**config.mk**
```make
export PLATFORM = sky130hd
export DESIGN_NAME = encoder_homing_sequencer
export DESIGN_NICKNAME = d
export VERILOG_FILES = /design/src/hw/rtl/ehs_pkg.sv /design/src/hw/rtl/ehs_core.sv /design/src/hw/rtl/encoder_homing_sequencer.sv
export SDC_FILE = /design/constraint.sdc
export NUM_CORES = 1
export LEC_CHECK = 0
export BUFFER_PORTS_ARGS = -buffer_cell sky130_fd_sc_hd__buf_2
export CAP_MARGIN = 10
export CORE_MARGIN = 10
export CORE_UTILIZATION = 35
export DETAILED_ROUTE_END_ITERATION = 10
export GPL_TIMING_DRIVEN = 0
export SYNTH_ARGS = -nofsm -noshare
export SYNTH_HDL_FRONTEND = slang
export SYNTH_SLANG_ARGS = --single-unit
```
**constraint.sdc**
```tcl
create_clock -name clk_i -period 12.9 [get_ports clk_i]
set_input_delay 1.935 -clock clk_i [delete_from_list [all_inputs] [get_ports clk_i]]
set_output_delay 1.935 -clock clk_i [all_outputs]
set_load 0.05 [all_outputs]
```
**src/hw/rtl/ehs_pkg.sv**
```systemverilog
// ----------------------------------------------------------------------------
// Encoder homing sequencer package
// Shared types, codes and drive levels for the encoder homing sequencer.
// ----------------------------------------------------------------------------
`timescale 1ns / 1ps

package ehs_pkg;

  localparam int unsigned POSITION_BITS_DEF = 16;

  localparam int unsigned IN_TDATA_W  = 8;
  localparam int unsigned IN_TUSER_W  = 2;
  localparam int unsigned OUT_TDATA_W = 32;
  localparam int unsigned CFG_INDEX_W = 2;
  localparam int unsigned CFG_DATA_W  = 16;

  localparam int unsigned LEVEL_W     = 10;
  localparam int unsigned WHEEL_W     = 16;
  localparam int unsigned ZONE_W      = 15;
  localparam int unsigned LIMIT_W     = 16;

  localparam logic [LEVEL_W-1:0] LEVEL_OFF    = 10'h000;
  localparam logic [LEVEL_W-1:0] LEVEL_LOW    = 10'h0ff;
  localparam logic [LEVEL_W-1:0] LEVEL_SLOW   = 10'h1ff;
  localparam logic [LEVEL_W-1:0] LEVEL_CRUISE = 10'h2ff;
  localparam logic [LEVEL_W-1:0] LEVEL_FULL   = 10'h3ff;

  localparam logic [ZONE_W-1:0]  ZONE_RESET   = 15'd3000;
  localparam logic [LIMIT_W-1:0] LIMIT_RESET  = 16'd7500;
  localparam logic [LIMIT_W-1:0] MARGIN_RESET = 16'd500;

  typedef enum logic [1:0] {
    MODE_EDGE_A = 2'd0,
    MODE_EDGE_B = 2'd1,
    MODE_TICK   = 2'd2
  } mode_e;

  typedef enum logic [1:0] {
    DIR_STOP  = 2'd0,
    DIR_LEFT  = 2'd1,
    DIR_RIGHT = 2'd2
  } dir_e;

  typedef enum logic [2:0] {
    PH_SEEK_LEFT  = 3'd0,
    PH_SEEK_RIGHT = 3'd1,
    PH_APPROACH   = 3'd2,
    PH_RETURN     = 3'd3,
    PH_DONE       = 3'd4
  } phase_e;

  typedef enum logic [CFG_INDEX_W-1:0] {
    CFG_LEFT_SEEK_SLOW_ZONE   = 2'd0,
    CFG_RIGHT_SEEK_FAST_LIMIT = 2'd1,
    CFG_CENTER_MARGIN         = 2'd2
  } cfg_idx_e;

  typedef struct packed {
    logic [ZONE_W-1:0]  left_seek_slow_zone;
    logic [LIMIT_W-1:0] right_seek_fast_limit;
    logic [LIMIT_W-1:0] center_margin;
  } ehs_cfg_t;

  typedef struct packed {
    dir_e               drive_direction;
    logic [LEVEL_W-1:0] drive_level;
    logic [WHEEL_W-1:0] wheel_position;
    logic               calibrated;
  } ehs_result_t;

endpackage

```
**src/hw/rtl/ehs_core.sv**
```systemverilog
// ----------------------------------------------------------------------------
// Encoder homing sequencer core
// Position counter and homing state machine; steps once per event.
// ----------------------------------------------------------------------------
`timescale 1ns / 1ps

module ehs_core #(
  parameter int unsigned POSITION_BITS = ehs_pkg::POSITION_BITS_DEF
) (
  input  logic                 clk_i,
  input  logic                 rst_ni,
  input  logic                 step_i,
  input  logic [1:0]           mode_i,
  input  logic                 pin_a_i,
  input  logic                 pin_b_i,
  input  ehs_pkg::ehs_cfg_t    cfg_i,
  output ehs_pkg::ehs_result_t result_o
);
  import ehs_pkg::*;

  localparam int unsigned PosW = POSITION_BITS;
  localparam int unsigned CmpW = ((PosW > WHEEL_W) ? PosW : WHEEL_W) + 1;

  localparam logic [PosW-1:0] HalfMax = {1'b0, {(PosW-1){1'b1}}};

  logic [PosW-1:0]    pos_q, pos_d;
  logic [PosW-1:0]    last_q, last_d;
  logic [PosW-1:0]    center_q, center_d;
  phase_e             phase_q, phase_d;
  dir_e               dir_q, dir_d;
  logic [LEVEL_W-1:0] level_q, level_d;

  logic               same;
  logic [CmpW-1:0]    pos_ext;
  logic [CmpW-1:0]    left_sum;
  logic [PosW-1:0]    appr_center;
  logic [CmpW-1:0]    appr_sum;
  logic [LEVEL_W-1:0] left_level;
  logic [LEVEL_W-1:0] right_level;
  logic [LEVEL_W-1:0] appr_level;
  logic [CmpW-1:0]    wheel_ext;

  assign same     = (pin_a_i == pin_b_i);
  assign pos_ext  = CmpW'(pos_q);
  assign left_sum = pos_ext + CmpW'(cfg_i.left_seek_slow_zone);

  assign left_level  = (left_sum < CmpW'(HalfMax)) ? LEVEL_SLOW : LEVEL_CRUISE;
  assign right_level = (pos_ext < CmpW'(cfg_i.right_seek_fast_limit)) ? LEVEL_FULL : LEVEL_SLOW;

  assign appr_center = (phase_q == PH_SEEK_RIGHT) ? (pos_q >> 1) : center_q;
  assign appr_sum    = CmpW'(appr_center) + CmpW'(cfg_i.center_margin);
  assign appr_level  = (pos_ext > appr_sum) ? LEVEL_FULL : LEVEL_LOW;

  always_comb begin
    pos_d    = pos_q;
    last_d   = last_q;
    center_d = center_q;
    phase_d  = phase_q;
    dir_d    = dir_q;
    level_d  = level_q;
    case (mode_e'(mode_i))
      MODE_EDGE_A: begin
        pos_d = same ? (pos_q - PosW'(1)) : (pos_q + PosW'(1));
      end
      MODE_EDGE_B: begin
        pos_d = same ? (pos_q + PosW'(1)) : (pos_q - PosW'(1));
      end
      MODE_TICK: begin
        case (phase_q)
          PH_SEEK_LEFT: begin
            if (pos_q == last_q) begin
              pos_d   = '0;
              last_d  = '0;
              phase_d = PH_SEEK_RIGHT;
              dir_d   = DIR_RIGHT;
              level_d = (cfg_i.right_seek_fast_limit != '0) ? LEVEL_FULL : LEVEL_SLOW;
            end else begin
              last_d  = pos_q;
              dir_d   = DIR_LEFT;
              level_d = left_level;
            end
          end
          PH_SEEK_RIGHT: begin
            if (pos_q == last_q) begin
              center_d = appr_center;
              phase_d  = PH_APPROACH;
              dir_d    = DIR_LEFT;
              level_d  = appr_level;
            end else begin
              last_d  = pos_q;
              dir_d   = DIR_RIGHT;
              level_d = right_level;
            end
          end
          PH_APPROACH: begin
            if (pos_q > center_q) begin
              dir_d   = DIR_LEFT;
              level_d = appr_level;
            end else begin
              phase_d = PH_RETURN;
              dir_d   = DIR_RIGHT;
              level_d = LEVEL_LOW;
            end
          end
          PH_RETURN: begin
            if (pos_q >= center_q) begin
              phase_d = PH_DONE;
              dir_d   = DIR_STOP;
              level_d = LEVEL_OFF;
            end
          end
          default: begin
            phase_d = PH_DONE;
            dir_d   = DIR_STOP;
            level_d = LEVEL_OFF;
          end
        endcase
      end
      default: begin
        pos_d = pos_q;
      end
    endcase
  end

  always_ff @(posedge clk_i or negedge rst_ni) begin
    if (!rst_ni) begin
      pos_q    <= HalfMax;
      last_q   <= HalfMax;
      center_q <= '0;
      phase_q  <= PH_SEEK_LEFT;
      dir_q    <= DIR_LEFT;
      level_q  <= LEVEL_CRUISE;
    end else if (step_i) begin
      pos_q    <= pos_d;
      last_q   <= last_d;
      center_q <= center_d;
      phase_q  <= phase_d;
      dir_q    <= dir_d;
      level_q  <= level_d;
    end
  end

  assign wheel_ext = CmpW'(pos_d);

  assign result_o.drive_direction = dir_d;
  assign result_o.drive_level     = level_d;
  assign result_o.wheel_position  = wheel_ext[WHEEL_W-1:0];
  assign result_o.calibrated      = (phase_d == PH_DONE);

endmodule

```
**src/hw/rtl/encoder_homing_sequencer.sv**
```systemverilog
// ----------------------------------------------------------------------------
// Encoder homing sequencer
// An event is held in the input register, and its result in the output register.
// Throughput: one event per cycle while the result stream is not stalled.
// The input register is refilled in the cycle that the output register loads.
// Reset: position 2^(POSITION_BITS-1)-1, seek left at level 0x2ff, registers
// at their defaults, both stream sides empty.
// ----------------------------------------------------------------------------
`timescale 1ns / 1ps

module encoder_homing_sequencer #(
  parameter int unsigned POSITION_BITS = ehs_pkg::POSITION_BITS_DEF
) (
  input  logic                             clk_i,
  input  logic                             rst_ni,
  input  logic                             cfg_valid_i,
  output logic                             cfg_ready_o,
  input  logic [ehs_pkg::CFG_INDEX_W-1:0]  cfg_index_i,
  input  logic [ehs_pkg::CFG_DATA_W-1:0]   cfg_data_i,
  input  logic                             s_axis_tvalid_i,
  output logic                             s_axis_tready_o,
  // Fields from bit 0: pin_a, pin_b, zero fill.
  input  logic [ehs_pkg::IN_TDATA_W-1:0]   s_axis_tdata_i,
  // Fields from bit 0: mode.
  input  logic [ehs_pkg::IN_TUSER_W-1:0]   s_axis_tuser_i,
  output logic                             m_axis_tvalid_o,
  input  logic                             m_axis_tready_i,
  // Fields from bit 0: drive_direction, drive_level, wheel_position,
  // calibrated, zero fill.
  output logic [ehs_pkg::OUT_TDATA_W-1:0]  m_axis_tdata_o
);
  import ehs_pkg::*;

  ehs_cfg_t    cfg_q;
  logic        in_valid_q;
  logic [1:0]  mode_q;
  logic        pin_a_q;
  logic        pin_b_q;
  logic        out_valid_q;
  ehs_result_t out_q;
  ehs_result_t result;
  logic        advance;
  logic        in_load;

  assign cfg_ready_o = 1'b1;

  always_ff @(posedge clk_i or negedge rst_ni) begin
    if (!rst_ni) begin
      cfg_q.left_seek_slow_zone   <= ZONE_RESET;
      cfg_q.right_seek_fast_limit <= LIMIT_RESET;
      cfg_q.center_margin         <= MARGIN_RESET;
    end else if (cfg_valid_i) begin
      case (cfg_idx_e'(cfg_index_i))
        CFG_LEFT_SEEK_SLOW_ZONE:   cfg_q.left_seek_slow_zone   <= cfg_data_i[ZONE_W-1:0];
        CFG_RIGHT_SEEK_FAST_LIMIT: cfg_q.right_seek_fast_limit <= cfg_data_i[LIMIT_W-1:0];
        CFG_CENTER_MARGIN:         cfg_q.center_margin         <= cfg_data_i[LIMIT_W-1:0];
        default: begin
          cfg_q <= cfg_q;
        end
      endcase
    end
  end

  assign advance         = in_valid_q && (!out_valid_q || m_axis_tready_i);
  assign s_axis_tready_o = !in_valid_q || advance;
  assign in_load         = s_axis_tvalid_i && s_axis_tready_o;

  always_ff @(posedge clk_i or negedge rst_ni) begin
    if (!rst_ni) begin
      in_valid_q <= 1'b0;
    end else if (in_load) begin
      in_valid_q <= 1'b1;
    end else if (advance) begin
      in_valid_q <= 1'b0;
    end
  end

  always_ff @(posedge clk_i) begin
    if (in_load) begin
      mode_q  <= s_axis_tuser_i;
      pin_a_q <= s_axis_tdata_i[0];
      pin_b_q <= s_axis_tdata_i[1];
    end
  end

  ehs_core #(
    .POSITION_BITS(POSITION_BITS)
  ) u_core (
    .clk_i    (clk_i),
    .rst_ni   (rst_ni),
    .step_i   (advance),
    .mode_i   (mode_q),
    .pin_a_i  (pin_a_q),
    .pin_b_i  (pin_b_q),
    .cfg_i    (cfg_q),
    .result_o (result)
  );

  always_ff @(posedge clk_i or negedge rst_ni) begin
    if (!rst_ni) begin
      out_valid_q <= 1'b0;
    end else if (advance) begin
      out_valid_q <= 1'b1;
    end else if (m_axis_tready_i) begin
      out_valid_q <= 1'b0;
    end
  end

  always_ff @(posedge clk_i) begin
    if (advance) begin
      out_q <= result;
    end
  end

  assign m_axis_tvalid_o = out_valid_q;
  assign m_axis_tdata_o  = {3'b000, out_q.calibrated, out_q.wheel_position,
                            out_q.drive_level, out_q.drive_direction};

endmodule

```
==> run_results.csv, run 1 <==
group,metric,value,unit
floorplanning,start_util,0.358,
finish,drive_gt1_frac,0.248,
clock_network,cts_root_buf,"clkbuf_16",
routing,viasPerCell,5.47,
synth,synth.distinct_cells,73,
clock_network,clock-sinks,145,
sta,finalCritPeriodShare,0.501,
critical_path,start_kind,"flop",
routing,finalWirelength,25.6,mm
placement,port_buffers,57,
sta,fin_skew,0.0111,ns
power_and_ir_drop,ir_worst_vdd,0.0934,mV
critical_path,endpoint_kind,"flop",
critical_path,critPathSlowestCell,"nor3_1",
clock_network,post_cts_buffers,0,
sta,rsz0062_at_grt,"false",
clock_network,clockBufferDepth,2,
critical_path,worstPathMaxFanout,10,
clock_network,cts-resized-gates,0,
floorplanning,row_count,59,
floorplanning,fp.dieH,184,um
placement,gp_congestion,0.884,
power_and_ir_drop,power_density,245,nW/um2
routing,drt.antenna.violating_nets,0,
clock_network,cts_hold_buf,0,
power_and_ir_drop,p_switching,1180,uW
global_routing,grt_max_degree,58,
synth,yosys.area.top_type,"dfstp_2",
power_and_ir_drop,sw_frac_of_total,0.447,
routing,drc,0,
synth,synth_seq_cells,145,
finish,instances_no_fill,1368,
power_and_ir_drop,power_frac_clock,0.198,
sta,clock.fmax,155,MHz
status,outcome,"complete, no violations",
global_routing,globalRouteOverflowTotal,0,
floorplanning,coreArea,26300,um2
clock_network,path_clk_slew,0.07,ns
sta,slew_headroom,0.0578,
global_routing,grt_first_pass_wirelength,40.6,mm
global_routing,grt_pass1_vias,7169,
critical_path,max_stage_delay,1.12,ns
min_path,holdCritStartpoint,"u_core.last_q[3]$_DFFE_PN1P_",
critical_path,rr_worst_depth,24,
floorplanning,die_x,184,um
synth,syn_area_per_cell,9.99,um2
routing,wl_per_cell,18.7,um
clock_network,htreeDepth,4,
critical_path,critPathRequiredTime,13.07,ns
global_routing,antenna_found_initial,1,
critical_path,worstPathArrival,6.64,ns
critical_path,critPathKind,"flop to flop",
placement,dp_cells,1336,
synth,ys_seq_area_frac,0.411,
critical_path,reg2reg_from,"u_core.phase_q[0]$_DFFE_PN0P_",
sta,hold_viol_final,0,
sta,finalMaxSlewViolations,0,
synth,netlist_top_cells_area,"dfstp_2 (17%), dfrtp_1 (14%), ha_1 (11%), edfxtp_1 (11%), mux2_2 (8.6%)",
critical_path,critPathLaunch,"u_core.phase_q[0]$_DFFE_PN0P_",
min_path,min_path_cells,2,
clock_network,clock_latency,0.44,ns
min_path,worstHoldPathType,"flop to flop",
sta,worst_pin_slew,1.40,ns
finish,antenna_cells,0,
routing,drtIter0Drc,619,
clock_network,cts_tree,"done",
global_routing,grt_usage,0.152,
power_and_ir_drop,power_frac_seq,0.288,
floorplanning,die_area,33800,um2
sta,period_needed,6.47,ns
synth,synth_flop_cell,"dfstp_2",
synth,yosysWarnings,0,
power_and_ir_drop,p_leak,0.00465,uW
synth,synthCells,941,
finish,area_growth,14.5,%
placement,dp_hpwl,19.2,mm
critical_path,cp_common_cell,"a21oi_1",
synth,synth_edf_count,33,
sta,setup-tns-final,0,ns
sta,setup_viol,0,
finish,finalNetCount,1135,
synth,synth.cell_area,9400,um2
synth,synthArstFlopShare,0.772,
power_and_ir_drop,intPower,1460,uW
power_and_ir_drop,p_comb_frac,0.514,
routing,vias,7482,
clock_network,cts_buffers,17,
synth,synth_top_area_frac,0.168,
critical_path,cp_cell_sequence,"buf_2 > inv_1 > nor3_1 > clkbuf_1 > nor2_1 > a21oi_1 > inv_1 > ha_1 > a21o_1 > a21oi_1 > o21bai_1 > a21oi_1 > o211ai_1 > a31o_2 > a21oi_1 > xor2_1 > ha_1 > and4_1 > a31oi_1 > o211ai_1 > a31o_2 > a211oi_1 > a2111oi_0 > a31oi_1",
floorplanning,pin_count,68,
routing,drt_first_pass_iters,5,
flow_run,drv_cap,0,
power by group through the flow:
stage	registers [uW]	logic (uW)	clock network, uW
after floorplan	774	960	0
after global placement	767	1310	0
after detailed placement	768	1330	0
after CTS	761	1340	526
after global routing	773	1510	546
final	760	1350	521
cell families after synthesis:
family                     Yosys count  synth area share
adders and majority gates           82             0.111
other                                2          0.000799
AOI/OAI and AO/OA                  248             0.176
and+or+nand+nor                    254             0.132
DFF                                145             0.411
xor gates and xnor gates            43            0.0401
buffers and inverters               94            0.0418
muxes                               73            0.0873
metrics by stage:
step	setup WS [ns]	hold slack [ns]	cell area [um2]	utilization	total power, uW
floorplan	8.06	0.450	9410	-	1730
global placement	6.72	0.466	10100	0.385	2070
detailed placement	6.75	0.470	10100	0.386	2100
CTS	6.73	0.480	10800	0.410	2620
global route	6.08	0.493	10800	0.410	2830
finish	6.43	0.478	10800	0.410	2630
per-layer routing:
layer,share of wire,vias to the layer above,GRT usage,wire (um)
li1,-,3610,-,-
met1,0.47,3638,0.208,12000
met2,0.47,210,0.242,11900
met3,0.047,24,0.0249,1210
met4,0.018,0,0.0475,450
met5,0,-,0,0
layout make-up:
| cell class | instances | area (um2) |
|---|---|---|
| Clock inverter | 15 | 191 |
| Sequential cell | 145 | 3870 |
| Fill cell | 2565 | 15500 |
| Inverter | 45 | 169 |
| Clock buffer | 17 | 425 |
| Buffer | 49 | 225 |
| Multi-Input combinational cell | 704 | 5150 |
| Timing Repair Buffer | 58 | 319 |
| Tap cell | 335 | 419 |
worst max-delay path: cells and delay by family (launching register included):
kind,cells,cell delay (ns)
buf+inv,4,0.89
fa+ha+maj,2,0.58
compound gates,14,2.91
flops,1,0.33
xor+xnor,1,0.10
simple gates,3,1.39
registers in the layout, summed over array words and instances, names as in the netlist:
name             cells
cfg_q               47
in_valid_q           1
m_axis_tdata_o      29
m_axis_tvalid_o      1
mode_q               2
pin_a_q              1
pin_b_q              1
u_core.center_q     16
u_core.dir_q         2
u_core.last_q       16
u_core.level_q      10
u_core.phase_q       3
u_core.pos_q        16
Yosys cell counts, drive strengths merged (30+ instances only):
master	instances
xor2	30
dfrtp	52
clkbuf	31
edfxtp	33
dfstp	60
nor2	57
o21ai	75
inv	45
nand2	80
ha	80
a21oi	35
mux2	72
layout by cell type (no fill, tap or decap), types with 16 or more instances in the layout:
| cell type | instances |
|---|---|
| xor2_1 | 30 |
| nand2_1 | 80 |
| nor2_1 | 57 |
| a21oi_1 | 35 |
| ha_1 | 80 |
| dfstp_2 | 60 |
| clkbuf_1 | 30 |
| o21ai_0 | 73 |
| mux2_2 | 72 |
| clkbuf_16 | 17 |
| nand3_1 | 23 |
| edfxtp_1 | 33 |
| buf_2 | 67 |
| inv_1 | 44 |
| dfrtp_1 | 52 |
| nor3_1 | 16 |
| o21a_1 | 21 |
worst paths after layout:
check	endpoint	slack (ns)
worst max-delay path	m_axis_tdata_o[11]$_DFFE_PP_	6.43
worst min-delay path	u_core.last_q[3]$_DFFE_PN1P_	0.48
worst max register to register	m_axis_tdata_o[11]$_DFFE_PP_	6.43
worst min register to register	u_core.last_q[3]$_DFFE_PN1P_	0.48
max in group asynchronous	cfg_q[43]$_DFFE_PN1P_	10.68
min in group asynchronous	m_axis_tvalid_o$_DFFE_PN0P_	1.45
Power figures use the tool's default switching activity.
==> run 2, diff against run 1 <==
==> constraint.sdc (replaced) <==
create_clock -name clk_i -period 6.5 [get_ports clk_i]
set_input_delay 0.975 -clock clk_i [delete_from_list [all_inputs] [get_ports clk_i]]
set_output_delay 0.975 -clock clk_i [all_outputs]
set_load 0.05 [all_outputs]
==> run_results.csv, run 2 (synthesis results as in run 1) <==
group,metric,value,unit
power_and_ir_drop,power_frac_clock,0.198,
routing,wl_met3,1.15,mm
critical_path,worstPathMaxFanout,10,
global_routing,grt_pass1_vias,7169,
power_and_ir_drop,p_switching,2340,uW
clock_network,htreeDepth,4,
min_path,worstHoldPathType,"flop to flop",
finish,antenna_cells,0,
clock_network,path_clk_slew,0.07,ns
finish,drive_gt1_frac,0.249,
clock_network,cts_buffers,17,
finish,num-fill-cells,2564,
power_and_ir_drop,p_leak,0.00465,uW
min_path,holdCritStartpoint,"u_core.last_q[3]$_DFFE_PN1P_",
global_routing,grt_max_degree,58,
critical_path,critPathKind,"flop to flop",
routing,top_layer,"met4",
min_path,min_path_cells,2,
min_path,hold_end,"u_core.last_q[3]$_DFFE_PN1P_",
critical_path,reg2reg_from,"u_core.phase_q[0]$_DFFE_PN0P_",
placement,dp_slack,0.345,ns
clock_network,cts_hold_buf,0,
sta,setup-tns-final,0,ns
routing,finalWirelength,25.6,mm
critical_path,endpoint_kind,"flop",
floorplanning,fp.dieH,184,um
critical_path,critPathRequiredTime,6.67,ns
placement,port_buffers,57,
sta,hold_viol_final,0,
global_routing,antenna_found_initial,1,
routing,drtIter0Drc,621,
sta,setup_viol,0,
floorplanning,die_area,33800,um2
sta,fin_skew,0.0110,ns
critical_path,start_kind,"flop",
routing,m1WireLength,12.1,mm
sta,period_needed,6.03,ns
critical_path,rr_worst_depth,24,
status,outcome,"complete, no violations",
routing,dr_wl_met2,12.0,mm
clock_network,clockBufferDepth,2,
routing,drt.antenna.violating_nets,0,
placement,gp_congestion,0.884,
finish,multi_input_area,5150,um2
finish,largest_register_ff_count,47,
power_and_ir_drop,ir_worst_vdd,0.185,mV
clock_network,cts_root_buf,"clkbuf_16",
clock_network,clock_latency,0.44,ns
floorplanning,row_count,59,
finish,area_growth,14.6,%
sta,finalCritPeriodShare,0.928,
floorplanning,die_x,184,um
sta,worst_slack,0.468,ns
global_routing,grt_usage,0.152,
clock_network,clock-sinks,145,
power_and_ir_drop,power_frac_seq,0.288,
floorplanning,start_util,0.358,
power_and_ir_drop,p_comb_frac,0.514,
clock_network,cts_tree,"done",
sta,slew_headroom,0.219,
critical_path,r2r_slack,0.47,ns
global_routing,globalRouteOverflowTotal,0,
finish,finalNetCount,1135,
global_routing,grt_first_pass_wirelength,40.6,mm
sta,finalMaxSlewViolations,0,
flow_run,drv_cap,0,
finish,final_cell_mix,"nand2_1 (80), ha_1 (80), o21ai_0 (73)",
sta,clock.fmax,166,MHz
floorplanning,pin_count,68,
sta,rsz0062_at_grt,"false",
routing,vias,7503,
sta,worst_pin_slew,1.16,ns
power_and_ir_drop,power_density,486,nW/um2
finish,seqCellArea,3870,um2
finish,top_register,"cfg_q",
power_and_ir_drop,sw_frac_of_total,0.447,
routing,wl_per_cell,18.7,um
routing,drc,0,
routing,viasPerCell,5.48,
floorplanning,coreArea,26300,um2
power_and_ir_drop,intPower,2890,uW
critical_path,worstPathArrival,6.20,ns
critical_path,rr_endpoint,"m_axis_tdata_o[11]$_DFFE_PP_",
placement,dp_hpwl,19.2,mm
routing,drt_first_pass_iters,5,
[run 2: what timing repair did]
| action | CTS | global route |
|---|---|---|
| gates resized for setup | 0 | 1 |
| buffers inserted | 0 | 0 |
| endpoints found under the setup margin | 0 | 4 |
[run 2: power by group through the flow]
stage	Combinational (uW)	Sequential (uW)	Clock [uW]
floorplan	1910	1540	0
global placement	2600	1520	0
detailed placement	2640	1520	0
CTS	2650	1510	1040
global route	3010	1530	1080
finish	2690	1510	1030
[run 2: layout make-up]
type,instances,area share
clock buffer,17,0.0395
buffer,49,0.0209
sequential,145,0.359
multi-input combinational,704,0.478
timing repair buffer,58,0.0296
clock inverter,15,0.0178
tap,335,0.0389
inverter,45,0.0157
[run 2: worst max path at each step]
| stage | startpoint | endpoint | slack, ns | cells past startpoint |
|---|---|---|---|---|
| after floorplan | u_core.phase_q[1]$_DFFE_PN0P_ | m_axis_tdata_o[11]$_DFFE_PP_ | 1.66 | 23 |
| after detailed placement | u_core.phase_q[1]$_DFFE_PN0P_ | m_axis_tdata_o[11]$_DFFE_PP_ | 0.35 | 23 |
| after CTS | u_core.phase_q[0]$_DFFE_PN0P_ | m_axis_tdata_o[11]$_DFFE_PP_ | 0.33 | 24 |
| final | u_core.phase_q[0]$_DFFE_PN0P_ | m_axis_tdata_o[11]$_DFFE_PP_ | 0.47 | 24 |
| after global routing | u_core.phase_q[0]$_DFFE_PN0P_ | m_axis_tdata_o[11]$_DFFE_PP_ | 0.07 | 22 |
| after global placement | u_core.phase_q[0]$_DFFE_PN0P_ | m_axis_tdata_o[11]$_DFFE_PP_ | 0.32 | 20 |
[run 2: stage by stage]
stage                     area (um2)  cells  hold WS, ns   util  total power, uW
after floorplan                 9410    943        0.450      -             3440
after global placement         10100   1335        0.466  0.385             4120
after detailed placement       10100   1336        0.470  0.386             4160
after CTS                      10800   1368        0.480  0.410             5210
after global routing           10800   1368        0.493  0.410             5630
final                          10800   1368        0.478  0.410             5230
[run 2: critical path: stages, from the launching register on]
cell and delay (ns):
dfrtp_1 0.33, buf_2 0.18, inv_1 0.12, nor3_2 0.69
clkbuf_1 0.49, nor2_1 0.08, a21oi_1 0.30, inv_1 0.09
ha_1 0.28, a21o_1 0.18, a21oi_1 0.21, o21bai_1 0.12
a21oi_1 0.30, o211ai_1 0.22, a31o_2 0.28, a21oi_1 0.16
xor2_1 0.10, ha_1 0.30, and4_1 0.19, a31oi_1 0.08
o211ai_1 0.09, a31o_2 0.17, a211oi_1 0.05, a2111oi_0 0.57
a31oi_1 0.18
[run 2: metal layers]
| layer | vias to the layer above | GRT usage |
|---|---|---|
| met5 | - | 0 |
| met4 | 0 | 0.0475 |
| met3 | 25 | 0.0249 |
| met2 | 203 | 0.242 |
| met1 | 3664 | 0.208 |
| li1 | 3611 | - |
==> run 3, diff against run 2 <==
==> constraint.sdc (replaced) <==
create_clock -name clk_i -period 6.5 [get_ports clk_i]
set_input_delay 0.325 -clock clk_i [delete_from_list [all_inputs] [get_ports clk_i]]
set_output_delay 0.325 -clock clk_i [all_outputs]
set_load 0.05 [all_outputs]
==> run_results.csv, run 3 (synthesis results as in run 1) <==
group,metric,value,unit
status,outcome,"complete, no violations",
global_routing,antenna_found_initial,1,
finish,area_growth,14.7,%
critical_path,worstPathMaxFanout,10,
sta,rsz0062_at_grt,"false",
sta,setup_viol,0,
clock_network,clockBufferDepth,2,
sta,finalMaxSlewViolations,0,
routing,drt_first_pass_iters,5,
clock_network,path_clk_slew,0.08,ns
finish,top_register,"cfg_q",
power_and_ir_drop,sw_frac_of_total,0.446,
flow_run,drv_cap,0,
critical_path,critPathRequiredTime,6.66,ns
finish,num-fill-cells,2563,
clock_network,cts_tree,"done",
floorplanning,fp.dieH,184,um
sta,slew_headroom,0.218,
global_routing,grt_first_pass_wirelength,40.6,mm
sta,hold_viol_final,0,
clock_network,htreeDepth,4,
global_routing,grt_max_degree,58,
critical_path,critPathSlowestCell,"nor3_2",
routing,finalWirelength,25.7,mm
sta,setup-tns-final,0,ns
global_routing,grt_usage,0.153,
sta,finalCritPeriodShare,0.924,
power_and_ir_drop,p_leak,0.00465,uW
sta,worst_slack,0.491,ns
critical_path,worstPathArrival,6.17,ns
finish,final_cell_mix,"nand2_1 (80), ha_1 (80), o21ai_0 (73)",
placement,gp_congestion,0.884,
sta,fin_skew,0.00990,ns
placement,dp_hpwl,19.2,mm
floorplanning,row_count,59,
placement,port_buffers,57,
sta,clock.fmax,166,MHz
power_and_ir_drop,power_frac_seq,0.289,
finish,largest_register_ff_count,47,
placement,dp_slack,0.345,ns
routing,viasPerCell,5.45,
global_routing,globalRouteOverflowTotal,0,
sta,whs,0.0556,ns
sta,period_needed,6.01,ns
min_path,worstHoldPathType,"input pin to flop",
sta,worst_pin_slew,1.17,ns
floorplanning,start_util,0.358,
finish,antenna_cells,0,
power_and_ir_drop,ir_worst_vdd,0.185,mV
routing,drt.antenna.violating_nets,0,
power_and_ir_drop,power_density,485,nW/um2
power_and_ir_drop,p_switching,2330,uW
routing,drc,0,
critical_path,endpoint_kind,"flop",
clock_network,clock-sinks,145,
critical_path,start_kind,"flop",
power_and_ir_drop,power_frac_clock,0.197,
critical_path,critPathKind,"flop to flop",
clock_network,clock_latency,0.44,ns
finish,drive_gt1_frac,0.249,
critical_path,cp_cell_sequence,"buf_2 > inv_1 > nor3_2 > clkbuf_1 > nor2_1 > a21oi_1 > inv_1 > ha_1 > a21o_1 > a21oi_1 > o21bai_1 > a21oi_1 > o211ai_1 > a31o_2 > a21oi_1 > xor2_1 > ha_1 > and4_1 > a31oi_1 > o211ai_1 > a31o_2 > a211oi_1 > a2111oi_0 > a31oi_1",
finish,finalNetCount,1136,
global_routing,grt_pass1_vias,7172,
clock_network,cts_buffers,17,
floorplanning,pin_count,68,
critical_path,cp_common_cell,"a21oi_1",
routing,drtIter0Drc,688,
critical_path,max_stage_delay,0.68,ns
floorplanning,die_area,33800,um2
floorplanning,coreArea,26300,um2
power_and_ir_drop,intPower,2890,uW
routing,vias,7462,
power_and_ir_drop,p_comb_frac,0.514,
floorplanning,die_x,184,um
clock_network,cts_root_buf,"clkbuf_16",
routing,wl_per_cell,18.7,um
clock_network,post_cts_buffers,0,
run 3: cell count changes in the layout (fill, tap and decap cells not counted):
cell	previous run	this run
dlygate4sd3_1	0	1
run 3: per-stage QoR:
step                       util  instances  power (uW)  cell area [um2]
after floorplan               -        943        3440             9410
after global placement    0.385       1335        4120            10100
after detailed placement  0.386       1336        4160            10100
after CTS                 0.410       1369        5210            10800
after global routing      0.410       1369        5630            10800
final                     0.410       1369        5230            10800
run 3: power by group through the flow:
stage,clock network (uW),registers (uW),logic [uW]
6_report,1030,1510,2690
5_1_grt,1080,1530,3010
4_1_cts,1040,1510,2650
3_5_place_dp,0,1520,2640
3_3_place_gp,0,1520,2600
2_1_floorplan,0,1540,1910
run 3: metal layers:
layer / part of all wire / GRT usage / up-vias / wire length (um)
li1: - / - / 3613 / -
met1: 0.47 / 0.208 / 3614 / 12100
met2: 0.47 / 0.242 / 212 / 12000
met3: 0.047 / 0.0249 / 23 / 1200
met4: 0.014 / 0.0475 / 0 / 365
met5: 0 / 0 / - / 0
run 3: critical path: cells and delay by family (launching register included):
family | cells | cell delay, ns
AO/OA/AOI/OAI | 14 | 2.92
AND/OR/NAND/NOR | 3 | 0.94
buffers and inverters | 4 | 0.86
adder cells (fa/ha/maj) | 2 | 0.58
flip-flops | 1 | 0.33
XOR/XNOR | 1 | 0.09
run 3: path summary, 6_finish.rpt:
check / to / from / cells past startpoint / slack [ns]
hold / removal: mode_q[1]$_DFFE_PP_ / s_axis_tuser_i[1] / 1 / 0.06
max in group asynchronous: cfg_q[43]$_DFFE_PN1P_ / rst_ni / 3 / 5.30
hold reg to reg: u_core.last_q[3]$_DFFE_PN1P_ / u_core.last_q[3]$_DFFE_PN1P_ / 2 / 0.48
min in group asynchronous: m_axis_tvalid_o$_DFFE_PN0P_ / rst_ni / 2 / 0.42
setup / recovery: m_axis_tdata_o[11]$_DFFE_PP_ / u_core.phase_q[0]$_DFFE_PN0P_ / 24 / 0.49
setup reg to reg: m_axis_tdata_o[11]$_DFFE_PP_ / u_core.phase_q[0]$_DFFE_PN0P_ / 24 / 0.49
run 3: timing repair:
item / in CTS / in global routing
endpoints found under the hold margin: 18 / 0
resized for setup: 0 / 1
endpoints found under the setup margin: 0 / 4
hold buffers: 1 / 0
run 3: layout make-up:
cell class,instances,area (um2),share of cell area
Timing Repair Buffer,59,329,0.0305
Clock inverter,15,191,0.0178
Sequential cell,145,3870,0.359
Buffer,49,225,0.0209
Multi-Input combinational cell,704,5150,0.478
Tap cell,335,419,0.0389
Clock buffer,17,425,0.0395
Inverter,45,169,0.0157
